[config.mk]
export PLATFORM = sky130hd
export DESIGN_NAME = opp_controller
export DESIGN_NICKNAME = d
export VERILOG_FILES = /design/src/hw/rtl/opp_pkg.sv /design/src/hw/rtl/opp_controller.sv
export VERILOG_INCLUDE_DIRS = /design/src /design/src/hw/rtl
export SDC_FILE = /design/constraint.sdc
export NUM_CORES = 1
export LEC_CHECK = 0
export BUFFER_PORTS_ARGS = -buffer_cell sky130_fd_sc_hd__buf_2
export CAP_MARGIN = 20
export CORE_UTILIZATION = 56
export DETAILED_ROUTE_END_ITERATION = 10
export GPL_TIMING_DRIVEN = 0
export PLACE_DENSITY = 0.9
export RECOVER_POWER = 25
export SLEW_MARGIN = 20
export SYNTH_ARGS = -nofsm -noshare
export SYNTH_HDL_FRONTEND = slang
export SYNTH_SLANG_ARGS = --single-unit
export TNS_END_PERCENT = 10
[constraint.sdc]
create_clock -name clk -period 2.8 [get_ports clk]
set_clock_uncertainty 0.15 [all_clocks]
set_input_delay 0.14 -clock clk [delete_from_list [all_inputs] [get_ports clk]]
set_output_delay 0.14 -clock clk [all_outputs]
set_load 0.01 [all_outputs]
[src/hw/rtl/assert_macros.svh]
// Assertion macros shared by the orbit engine RTL.
// Depends on nothing; included by files that carry assertions.
`ifndef ASSERT_MACROS_SVH
`define ASSERT_MACROS_SVH
// Implication checked on every rising clock edge outside reset.
`define ASSERT_IMPL(label, clk, rst_n, pre, post, msg) \
    label: assert property (@(posedge clk) disable iff (!rst_n) (pre) |-> (post)) \
        else $error(msg);
// Next-cycle implication checked outside reset.
`define ASSERT_NEXT(label, clk, rst_n, pre, post, msg) \
    label: assert property (@(posedge clk) disable iff (!rst_n) (pre) |=> (post)) \
        else $error(msg);
`endif

[src/hw/rtl/opp_pkg.sv]
// Shared types and constants of the orbit polar position engine.
// Depends on nothing; used by the controller, datapath and top level.
package opp_pkg;
    localparam logic [31:0] GAIN_K = 32'd652032874;

    localparam logic [1:0] REG_CENTER_X = 2'd0;
    localparam logic [1:0] REG_CENTER_Y = 2'd1;
    localparam logic [1:0] REG_BODY_COUNT = 2'd2;

    localparam logic [2:0] DP_NONE = 3'd0;
    localparam logic [2:0] DP_LOAD_INIT = 3'd1;
    localparam logic [2:0] DP_MOVE_READ = 3'd2;
    localparam logic [2:0] DP_MOVE_MUL = 3'd3;
    localparam logic [2:0] DP_MOVE_INIT = 3'd4;
    localparam logic [2:0] DP_STEP = 3'd5;
    localparam logic [2:0] DP_GAIN = 3'd6;
    localparam logic [2:0] DP_EMIT = 3'd7;

    typedef struct packed {
        logic [2:0] cmd;
        logic       mode_move;
        logic       last;
    } dp_cmd_t;

    typedef struct packed {
        logic steps_done;
        logic gain_done;
    } dp_status_t;

    function automatic logic [31:0] atan_turn(input logic [4:0] i);
        logic [31:0] r;
        begin
            case (i)
                5'd0: r = 32'h20000000; 5'd1: r = 32'h12E4051E;
                5'd2: r = 32'h09FB385B; 5'd3: r = 32'h051111D4;
                5'd4: r = 32'h028B0D43; 5'd5: r = 32'h0145D7E1;
                5'd6: r = 32'h00A2F61E; 5'd7: r = 32'h00517C55;
                5'd8: r = 32'h0028BE53; 5'd9: r = 32'h00145F2F;
                5'd10: r = 32'h000A2F98; 5'd11: r = 32'h000517CC;
                5'd12: r = 32'h00028BE6; 5'd13: r = 32'h000145F3;
                5'd14: r = 32'h0000A2FA; 5'd15: r = 32'h0000517D;
                5'd16: r = 32'h000028BE; 5'd17: r = 32'h0000145F;
                5'd18: r = 32'h00000A30; 5'd19: r = 32'h00000518;
                5'd20: r = 32'h0000028C; 5'd21: r = 32'h00000146;
                5'd22: r = 32'h000000A3; 5'd23: r = 32'h00000051;
                5'd24: r = 32'h00000029; 5'd25: r = 32'h00000014;
                5'd26: r = 32'h0000000A; 5'd27: r = 32'h00000005;
                5'd28: r = 32'h00000003; 5'd29: r = 32'h00000001;
                5'd30: r = 32'h00000001;
                default: r = 32'h00000000;
            endcase
            return r;
        end
    endfunction
endpackage

[src/hw/rtl/opp_controller.sv]
// Controller of the orbit engine: sequences load and move items.
// Depends on opp_pkg and assert_macros.svh; drives opp_datapath.
`include "assert_macros.svh"
module opp_controller #(
    parameter int MAX_BODIES = 16
) (
    input  logic                clk,
    input  logic                rst_n,
    input  logic                start,
    input  logic                op,
    input  logic [4:0]          body_count,
    input  opp_pkg::dp_status_t status,
    output opp_pkg::dp_cmd_t    cmd,
    output logic [3:0]          move_index,
    output logic                busy
);
    localparam logic [2:0] S_IDLE = 3'd0, S_READ = 3'd1, S_MUL = 3'd2, S_INIT = 3'd3;
    localparam logic [2:0] S_STEP = 3'd4, S_GAIN = 3'd5, S_EMIT = 3'd6;
    localparam int LIM = (MAX_BODIES < 16) ? MAX_BODIES : 16;

    logic [2:0] state_reg, state_next;
    logic       move_reg, move_next;
    logic [4:0] n_reg, n_next, k_reg, k_next;

    always_comb
    begin
        state_next = state_reg; move_next = move_reg; n_next = n_reg; k_next = k_reg;
        cmd.cmd = opp_pkg::DP_NONE;
        cmd.mode_move = move_reg;
        cmd.last = (k_reg + 5'd1 == n_reg) || !move_reg;
        case (state_reg)
            S_IDLE:
                if (start)
                begin
                    move_next = op; k_next = 5'd0;
                    n_next = (32'(body_count) > LIM) ? 5'(LIM) : body_count;
                    if (!op)
                    begin
                        cmd.cmd = opp_pkg::DP_LOAD_INIT; state_next = S_STEP;
                    end
                    else if (body_count != 5'd0)
                        state_next = S_READ;
                end
            S_READ: begin cmd.cmd = opp_pkg::DP_MOVE_READ; state_next = S_MUL; end
            S_MUL: begin cmd.cmd = opp_pkg::DP_MOVE_MUL; state_next = S_INIT; end
            S_INIT: begin cmd.cmd = opp_pkg::DP_MOVE_INIT; state_next = S_STEP; end
            S_STEP:
            begin
                cmd.cmd = opp_pkg::DP_STEP;
                if (status.steps_done) state_next = move_reg ? S_EMIT : S_GAIN;
            end
            S_GAIN:
            begin
                cmd.cmd = opp_pkg::DP_GAIN;
                if (status.gain_done) state_next = S_EMIT;
            end
            S_EMIT:
            begin
                cmd.cmd = opp_pkg::DP_EMIT;
                if (cmd.last) state_next = S_IDLE;
                else
                begin
                    k_next = k_reg + 5'd1; state_next = S_READ;
                end
            end
            default: state_next = S_IDLE;
        endcase
    end

    always_ff @(posedge clk or negedge rst_n)
    begin
        if (!rst_n)
        begin
            state_reg <= S_IDLE; move_reg <= 1'b0; n_reg <= 5'd0; k_reg <= 5'd0;
        end
        else
        begin
            state_reg <= state_next; move_reg <= move_next;
            n_reg <= n_next; k_reg <= k_next;
        end
    end

    assign move_index = k_reg[3:0];
    assign busy = (state_reg != S_IDLE);

    `ASSERT_IMPL(a_emit_busy, clk, rst_n, cmd.cmd == opp_pkg::DP_EMIT, busy, "emit while idle")
    `ASSERT_IMPL(a_k_bound, clk, rst_n, busy && move_reg, k_reg < n_reg, "body index past count")
    `ASSERT_NEXT(a_emit_next, clk, rst_n, cmd.cmd == opp_pkg::DP_EMIT && !cmd.last,
        state_reg == S_READ, "move did not continue")
endmodule

==> results of run 1 <==
[synth_stat cells, types with 2 or more instances]
library cell   n  area share [%]
dfrtp_1       14              38
nand3_1       10             5.5
o21ai_0        8             4.4
nand2_1        7             2.9
nand2b_1       6             4.1
buf_4          5             4.1
nor2_1         4             1.6
nor3_1         4             2.2
xnor2_1        4             3.8
clkbuf_1       3             1.2
mux2_2         3             3.7
xor2_1         3             2.9
inv_1          2            0.82
o211ai_1       2             1.6
o21a_1         2             1.6
[cells by family after synthesis]
logic type,synth area share (%)
buffers and inverters,7.80
DFF,38.3
muxes,3.69
xor gates and xnor gates,11.8
AOI/OAI and AO/OA,13.3
adders and majority gates,1.37
and+or+nand+nor,23.8
[tightest hold or removal path, stage by stage]
cell and delay (ns):
buf_2 0.09, or4bb_1 0.10, nand3_1 0.07
[per-stage QoR]
stage                     hold slack [ns]  utilization (%)  setup WS [ns]
after floorplan                    -0.306                -          0.910
after global placement             -0.106             67.9          0.836
after detailed placement          -0.0964             67.9          0.776
after CTS                        0.000490             72.0          0.750
after global routing               0.0145             72.6          0.587
final                              0.0150             72.6          0.761
[final cells by class]
class | instances | area [um^2]
Buffer | 10 | 63.8
Clock buffer | 3 | 22.5
Fill cell | 112 | 418
Inverter | 2 | 7.51
Multi-Input combinational cell | 70 | 493
Sequential cell | 14 | 350
Tap cell | 16 | 20.0
Timing Repair Buffer | 25 | 149
[routing by layer]
metal,routed length [um],up-vias
met5,0,-
met4,14,0
met3,64,2
met2,927,25
met1,817,360
li1,-,390
[what timing repair did]
item                      in CTS  in global routing
hold buffers                   4                  1
gates resized for setup        0                  0
hold endpoints to repair      17                  1
[worst min path at each step]
| stage | start | end | slack, ns | depth (start not counted) |
|---|---|---|---|---|
| finish | status[0] | state_reg[0] | 0.02 | 3 |
| CTS | body_count[0] | n_reg[0] | 0.0005 | 3 |
| floorplan | rst_n | k_reg[0] | -0.31 | 0 |
| global placement | rst_n | k_reg[4] | -0.11 | 1 |
| global route | op | move_reg | 0.01 | 2 |
| detailed placement | rst_n | k_reg[4] | -0.1 | 1 |
[power by group]
part,internal [W],switching (W)
clock,0.0000496,0.0000580
combinational,0.000325,0.000325
sequential,0.000288,0.0000899
==> reports/qor.txt, run 1 <==
I/O Pins -> 21
Vias in the first global route -> 769
DRC viols -> 0
Req. time, crit path -> 2.86 ns
Grt peak-use layer -> met2
Worst Hold Class -> input pin to flop
Pwr/cell area -> 1030 nW/um^2
Max Clock Freq -> 490 MHz
Relative max-transition margin -> 51.1%
TritonCTS buffer count -> 3
H-tree Lvls -> 1
CP Launch Type -> flop
WL/cell -> 13.0 um
Initial antenna violation count -> 0
R2R depth -> 7
Met3 GRT Util -> 3.02%
Setup crit start -> k_reg[0]
Height of the die -> 42.4 um
Largest net degree at the start of global routing -> 15
Total setup buffers inserted after CTS -> 0
Slowest cell on crit path -> dfrtp_1
DIE AREA -> 1800 um^2
Met2 Usage GRT -> 40.0%
Max-cap violations -> 0
Yosys reg bits -> 14
Leakage -> 0.513 nW
DR pass1 iterations -> 4
Flop-to-flop setup slack -> 0.76 ns
Antenna-violating nets left -> 0
First-pass GRT wire length -> 3060 um
Final Critical Period -> 2.04 ns
Yosys Warn Count -> 0
Via/cell ratio -> 5.55
Syn avg cell area -> 9.53 um^2
Ys async rst share -> 100%
Clock root buffer -> clkbuf_4
Final hold vios -> 0
Total number of vias -> 777
Synth unique cells -> 34
HPWL after DPL -> 1330 um
Prevailing post-synth register cell -> dfrtp_1
CTS tree -> done
Status -> complete, no violations
End of the worst register-to-register path -> k_reg[4]
Placed cells -> 132
Share of layout cells above drive strength 1 -> 28.2%
# diodes -> 0
Mapped Cells -> 96
Crit path arrival time -> 2.09 ns
GR Util met1 -> 26.7%
Setup-failing EPs final -> 0
Crit path kind -> flop to flop
Most common cell after layout, fill and taps aside -> buf_2
Total gr overflow -> 0
CP Depth -> 7
Total track usage -> 22.2%
Port bufs -> 20
Top cell by count, worst path -> nand3_1
RSZ-0062 raised after global routing -> no
Final net count -> 138
VDD IR-drop max -> 800 uV
Final instance area -> 1110 um^2
Post-synthesis instance area -> 915 um^2
CP endpoint -> k_reg[4]
Post-Route WL -> 1820 um
Number of synthesized flops with an enable pin -> 0
Final period util -> 72.8%
Initial DRC Count -> 9
Cell Area, Placed -> 1030 um^2
Top delay family on crit path -> simple AND/OR/NAND/NOR gates
CTS clk-pin slew, worst paths -> 0.08 ns
Final std cells w/o fill -> 140
Seq/Total Area, Yosys -> 38.3%
Crit-path max FO -> 10
Worst path bufs/invs -> 1
Worst slew pin tran -> 0.733 ns
Clock Tree Buf Depth -> 2
R2r startpoint -> k_reg[0]
CP max stage delay -> 0.43 ns
Final GP Congestion -> 0.769
Core area -> 1520 um^2
Max-slew violation count -> 0
Row cnt -> 14
CP cell instances -> ha_1, nand3_1, xnor2_1, o311ai_2, buf_6, or3_1, nand3_1
TNS Setup -> 0 ns
Overall power -> 0.00114 W
Area grow syn2layout -> 20.9%
Worst-skew pair later-pin latency -> 0.26 ns
Die width -> 42.4 um
Syn nets -> 108
Most frequent cells in the layout -> buf_2, dfrtp_1, nand3_1
Crit path capture type -> flop
Initial Util -> 60.0%
TritonCTS Sinks -> 14
(Power assumes the default switching activity.)
==> run 2, diff against run 1 <==
Settings changed: CORE_UTILIZATION 56 to 52, PLACE_DENSITY 0.9 to 0.85.
Clock period 2.8 ns to 2.1 ns, I/O delays scaled along.
==> run 2 against run 1 <==
Net effect:
- sequential power up 38%
- highest routed layer unchanged
- first-iteration DRC count up 67%
- critical path depth down 2
- sequential share of layout area down 3.2 points
- final area up 12%
- global-route usage up 1.7 points
- clock power up 86%
- total power up 49%
- routed wire length up 14%
- combinational power up 49%
- register-to-register slack worse by 0.63 ns
- final cell count up 5.7%
==> reports/qor.txt, run 2 (synthesized netlist as in run 1, its figures left out) <==
Leakage -> 0.553 nW (+7.8%)
Initial DRC Count -> 15 (+6)
Multi-input logic area -> 536 um^2 (+8.6%)
Pre-CTS setup slack -> 0.0558 ns (-0.720 ns)
Total number of vias -> 847 (+9.0%)
Crit path arrival time -> 1.75 ns (-0.34 ns)
Max-cap violations -> 0 (unchanged)
Seq pwr share -> 30.8% (-2.4 points)
Most common cell after layout, fill and taps aside -> buf_2
TritonCTS Sinks -> 14 (unchanged)
Relative max-transition margin -> 48.9% (-2.3 points)
Crit-path max FO -> 6 (-4)
Most frequent cells in the layout -> buf_2, dfrtp_1, dlygate4sd3_1
Max Clock Freq -> 500 MHz
VDD IR-drop max -> 1000 uV (+25%)
Clock root buffer -> clkbuf_4
R2r startpoint -> k_reg[0]
Row cnt -> 14 (unchanged)
Flop-to-flop setup slack -> 0.13 ns (-0.63 ns)
Setup-failing EPs final -> 0 (unchanged)
Sw Share -> 42.3% (+0.67 points)
Initial antenna violation count -> 0 (unchanged)
Power share of the combinational group -> 57.3% (about the same)
Cell Area, Placed -> 1030 um^2 (unchanged)
Seq. cell area -> 352 um^2 (+0.36%)
Via/cell ratio -> 5.72 (+3.1%)
Initial Util -> 58.0% (-2.0 points)
Cell-internal power -> 0.000977 W (+48%)
Wire length on met3 -> 74 um (+16%)
CP Launch Type -> flop
First-pass GRT wire length -> 3240 um (+5.9%)
Final instance area -> 1230 um^2 (+12%)
Total track usage -> 23.9% (+1.7 points)
RSZ-0062 raised after global routing -> no
Core area -> 1580 um^2 (+3.4%)
Crit path capture type -> primary output
Metal-1 WL -> 891 um (+9.1%)
Routed wl met2 -> 1070 um (+16%)
Uppermost layer routed -> met4
H-tree Lvls -> 1 (unchanged)
DRC viols -> 0 (unchanged)
CTS tree -> done
CTS clk-pin slew, worst paths -> 0.09 ns (about the same)
Req. time, crit path -> 1.85 ns (-1.01 ns)
Worst Hold Class -> input pin to flop
Final hold vios -> 0 (unchanged)
DR pass1 iterations -> 4 (unchanged)
CP endpoint -> cmd[0]
Final period util -> 95.3%
Setup crit start -> k_reg[0]
Post-Route WL -> 2080 um (+14%)
Height of the die -> 43.9 um (+3.6%)
Antenna-violating nets left -> 0 (unchanged)
Worst-skew pair later-pin latency -> 0.29 ns (+0.03 ns)
Status -> complete, no violations
I/O Pins -> 21 (unchanged)
DIE AREA -> 1930 um^2 (+7.3%)
TNS Setup -> 0 ns (unchanged)
Largest net degree at the start of global routing -> 15 (unchanged)
Switching pwr -> 0.000717 W (+52%)
Pwr/cell area -> 1370 nW/um^2 (+34%)
Clock Tree Buf Depth -> 2 (unchanged)
End of the worst register-to-register path -> k_reg[4]
Share of layout cells above drive strength 1 -> 31.1% (+2.8 points)
HPWL after DPL -> 1290 um (-2.9%)
Port bufs -> 20 (unchanged)
Worst setup margin -> 0.0990 ns (-0.662 ns)
Final net count -> 145 (+5.1%)
Die width -> 43.9 um (+3.6%)
Fillers -> 98 (-13%)
Clk pwr share -> 11.9% (+2.4 points)
WL/cell -> 14.0 um (+7.7%)
Total gr overflow -> 0 (unchanged)
Area grow syn2layout -> 34.9%
Worst slew pin tran -> 0.767 ns (+0.0338 ns)
TritonCTS buffer count -> 3 (unchanged)
Final core utilization -> 78.3% (+5.7 points)
Vias in the first global route -> 754 (-2.0%)
Final GP Congestion -> 0.798 (+3.8%)
Max-slew violation count -> 0 (unchanged)
R2R depth -> 7 (unchanged)
Crit path kind -> flop to primary output
# diodes -> 0 (unchanged)
Final Critical Period -> 2.00 ns
run 2: cell types whose count changed in the layout (fill, tap and decap cells not counted), sizes merged:
cell	delta
clkbuf	+1
dlygate4sd3	+7
run 2: area by class of cell:
class | instances | share of cell area, %
multi-input combinational | 70 | 43.4
timing repair buffer | 32 | 17.7
sequential | 14 | 28.5
inverter | 2 | 0.609
clock buffer | 4 | 2.94
tap | 16 | 1.62
buffer | 10 | 5.17
run 2: routing by layer:
| layer | vias to the layer above | GRT usage (%) |
|---|---|---|
| met4 | 0 | 10.9 |
| met2 | 27 | 41.5 |
| met3 | 5 | 3.75 |
| met5 | - | 0 |
| met1 | 401 | 29.0 |
| li1 | 414 | - |
run 2: worst min-delay path by stage:
stage	from	to	slack (ns)	cells past startpoint
after floorplan	rst_n	k_reg[0]	-0.34	0
after global placement	rst_n	k_reg[3]	-0.14	1
after detailed placement	rst_n	k_reg[3]	-0.13	1
after CTS	rst_n	k_reg[2]	0.1	2
after global routing	status[1]	state_reg[2]	0.12	4
final	status[1]	state_reg[2]	0.1	4
run 2: power by group through the flow:
stage | combinational (W) | sequential [W] | clock (W)
6_report | 0.000971 | 0.000522 | 0.000201
4_1_cts | 0.000876 | 0.000500 | 0.000200
2_1_floorplan | 0.000663 | 0.000472 | 0
3_3_place_gp | 0.000832 | 0.000497 | 0
3_5_place_dp | 0.000855 | 0.000506 | 0
5_1_grt | 0.00106 | 0.000535 | 0.000217
run 2: worst max-delay path: stages (launching register included):
cell	delay (ns)
dfrtp_2	0.47
ha_4	0.27
xnor2_2	0.17
nand3_2	0.14
o31ai_2	0.25
buf_2	0.17
run 2: repair_timing:
action	CTS	global route
setup endpoints to repair	0	6
setup buffers	0	0
hold buffers	12	0
gates resized for setup	0	6
endpoints found under the hold margin	21	0
run 2: through the flow:
stage / power [W] / hold slack [ns] / std cells
floorplan: 0.00114 / -0.341 / 96
finish: 0.00169 / 0.0997 / 148
global placement: 0.00133 / -0.137 / 132
global route: 0.00181 / 0.118 / 148
CTS: 0.00158 / 0.0962 / 148
detailed placement: 0.00136 / -0.132 / 132
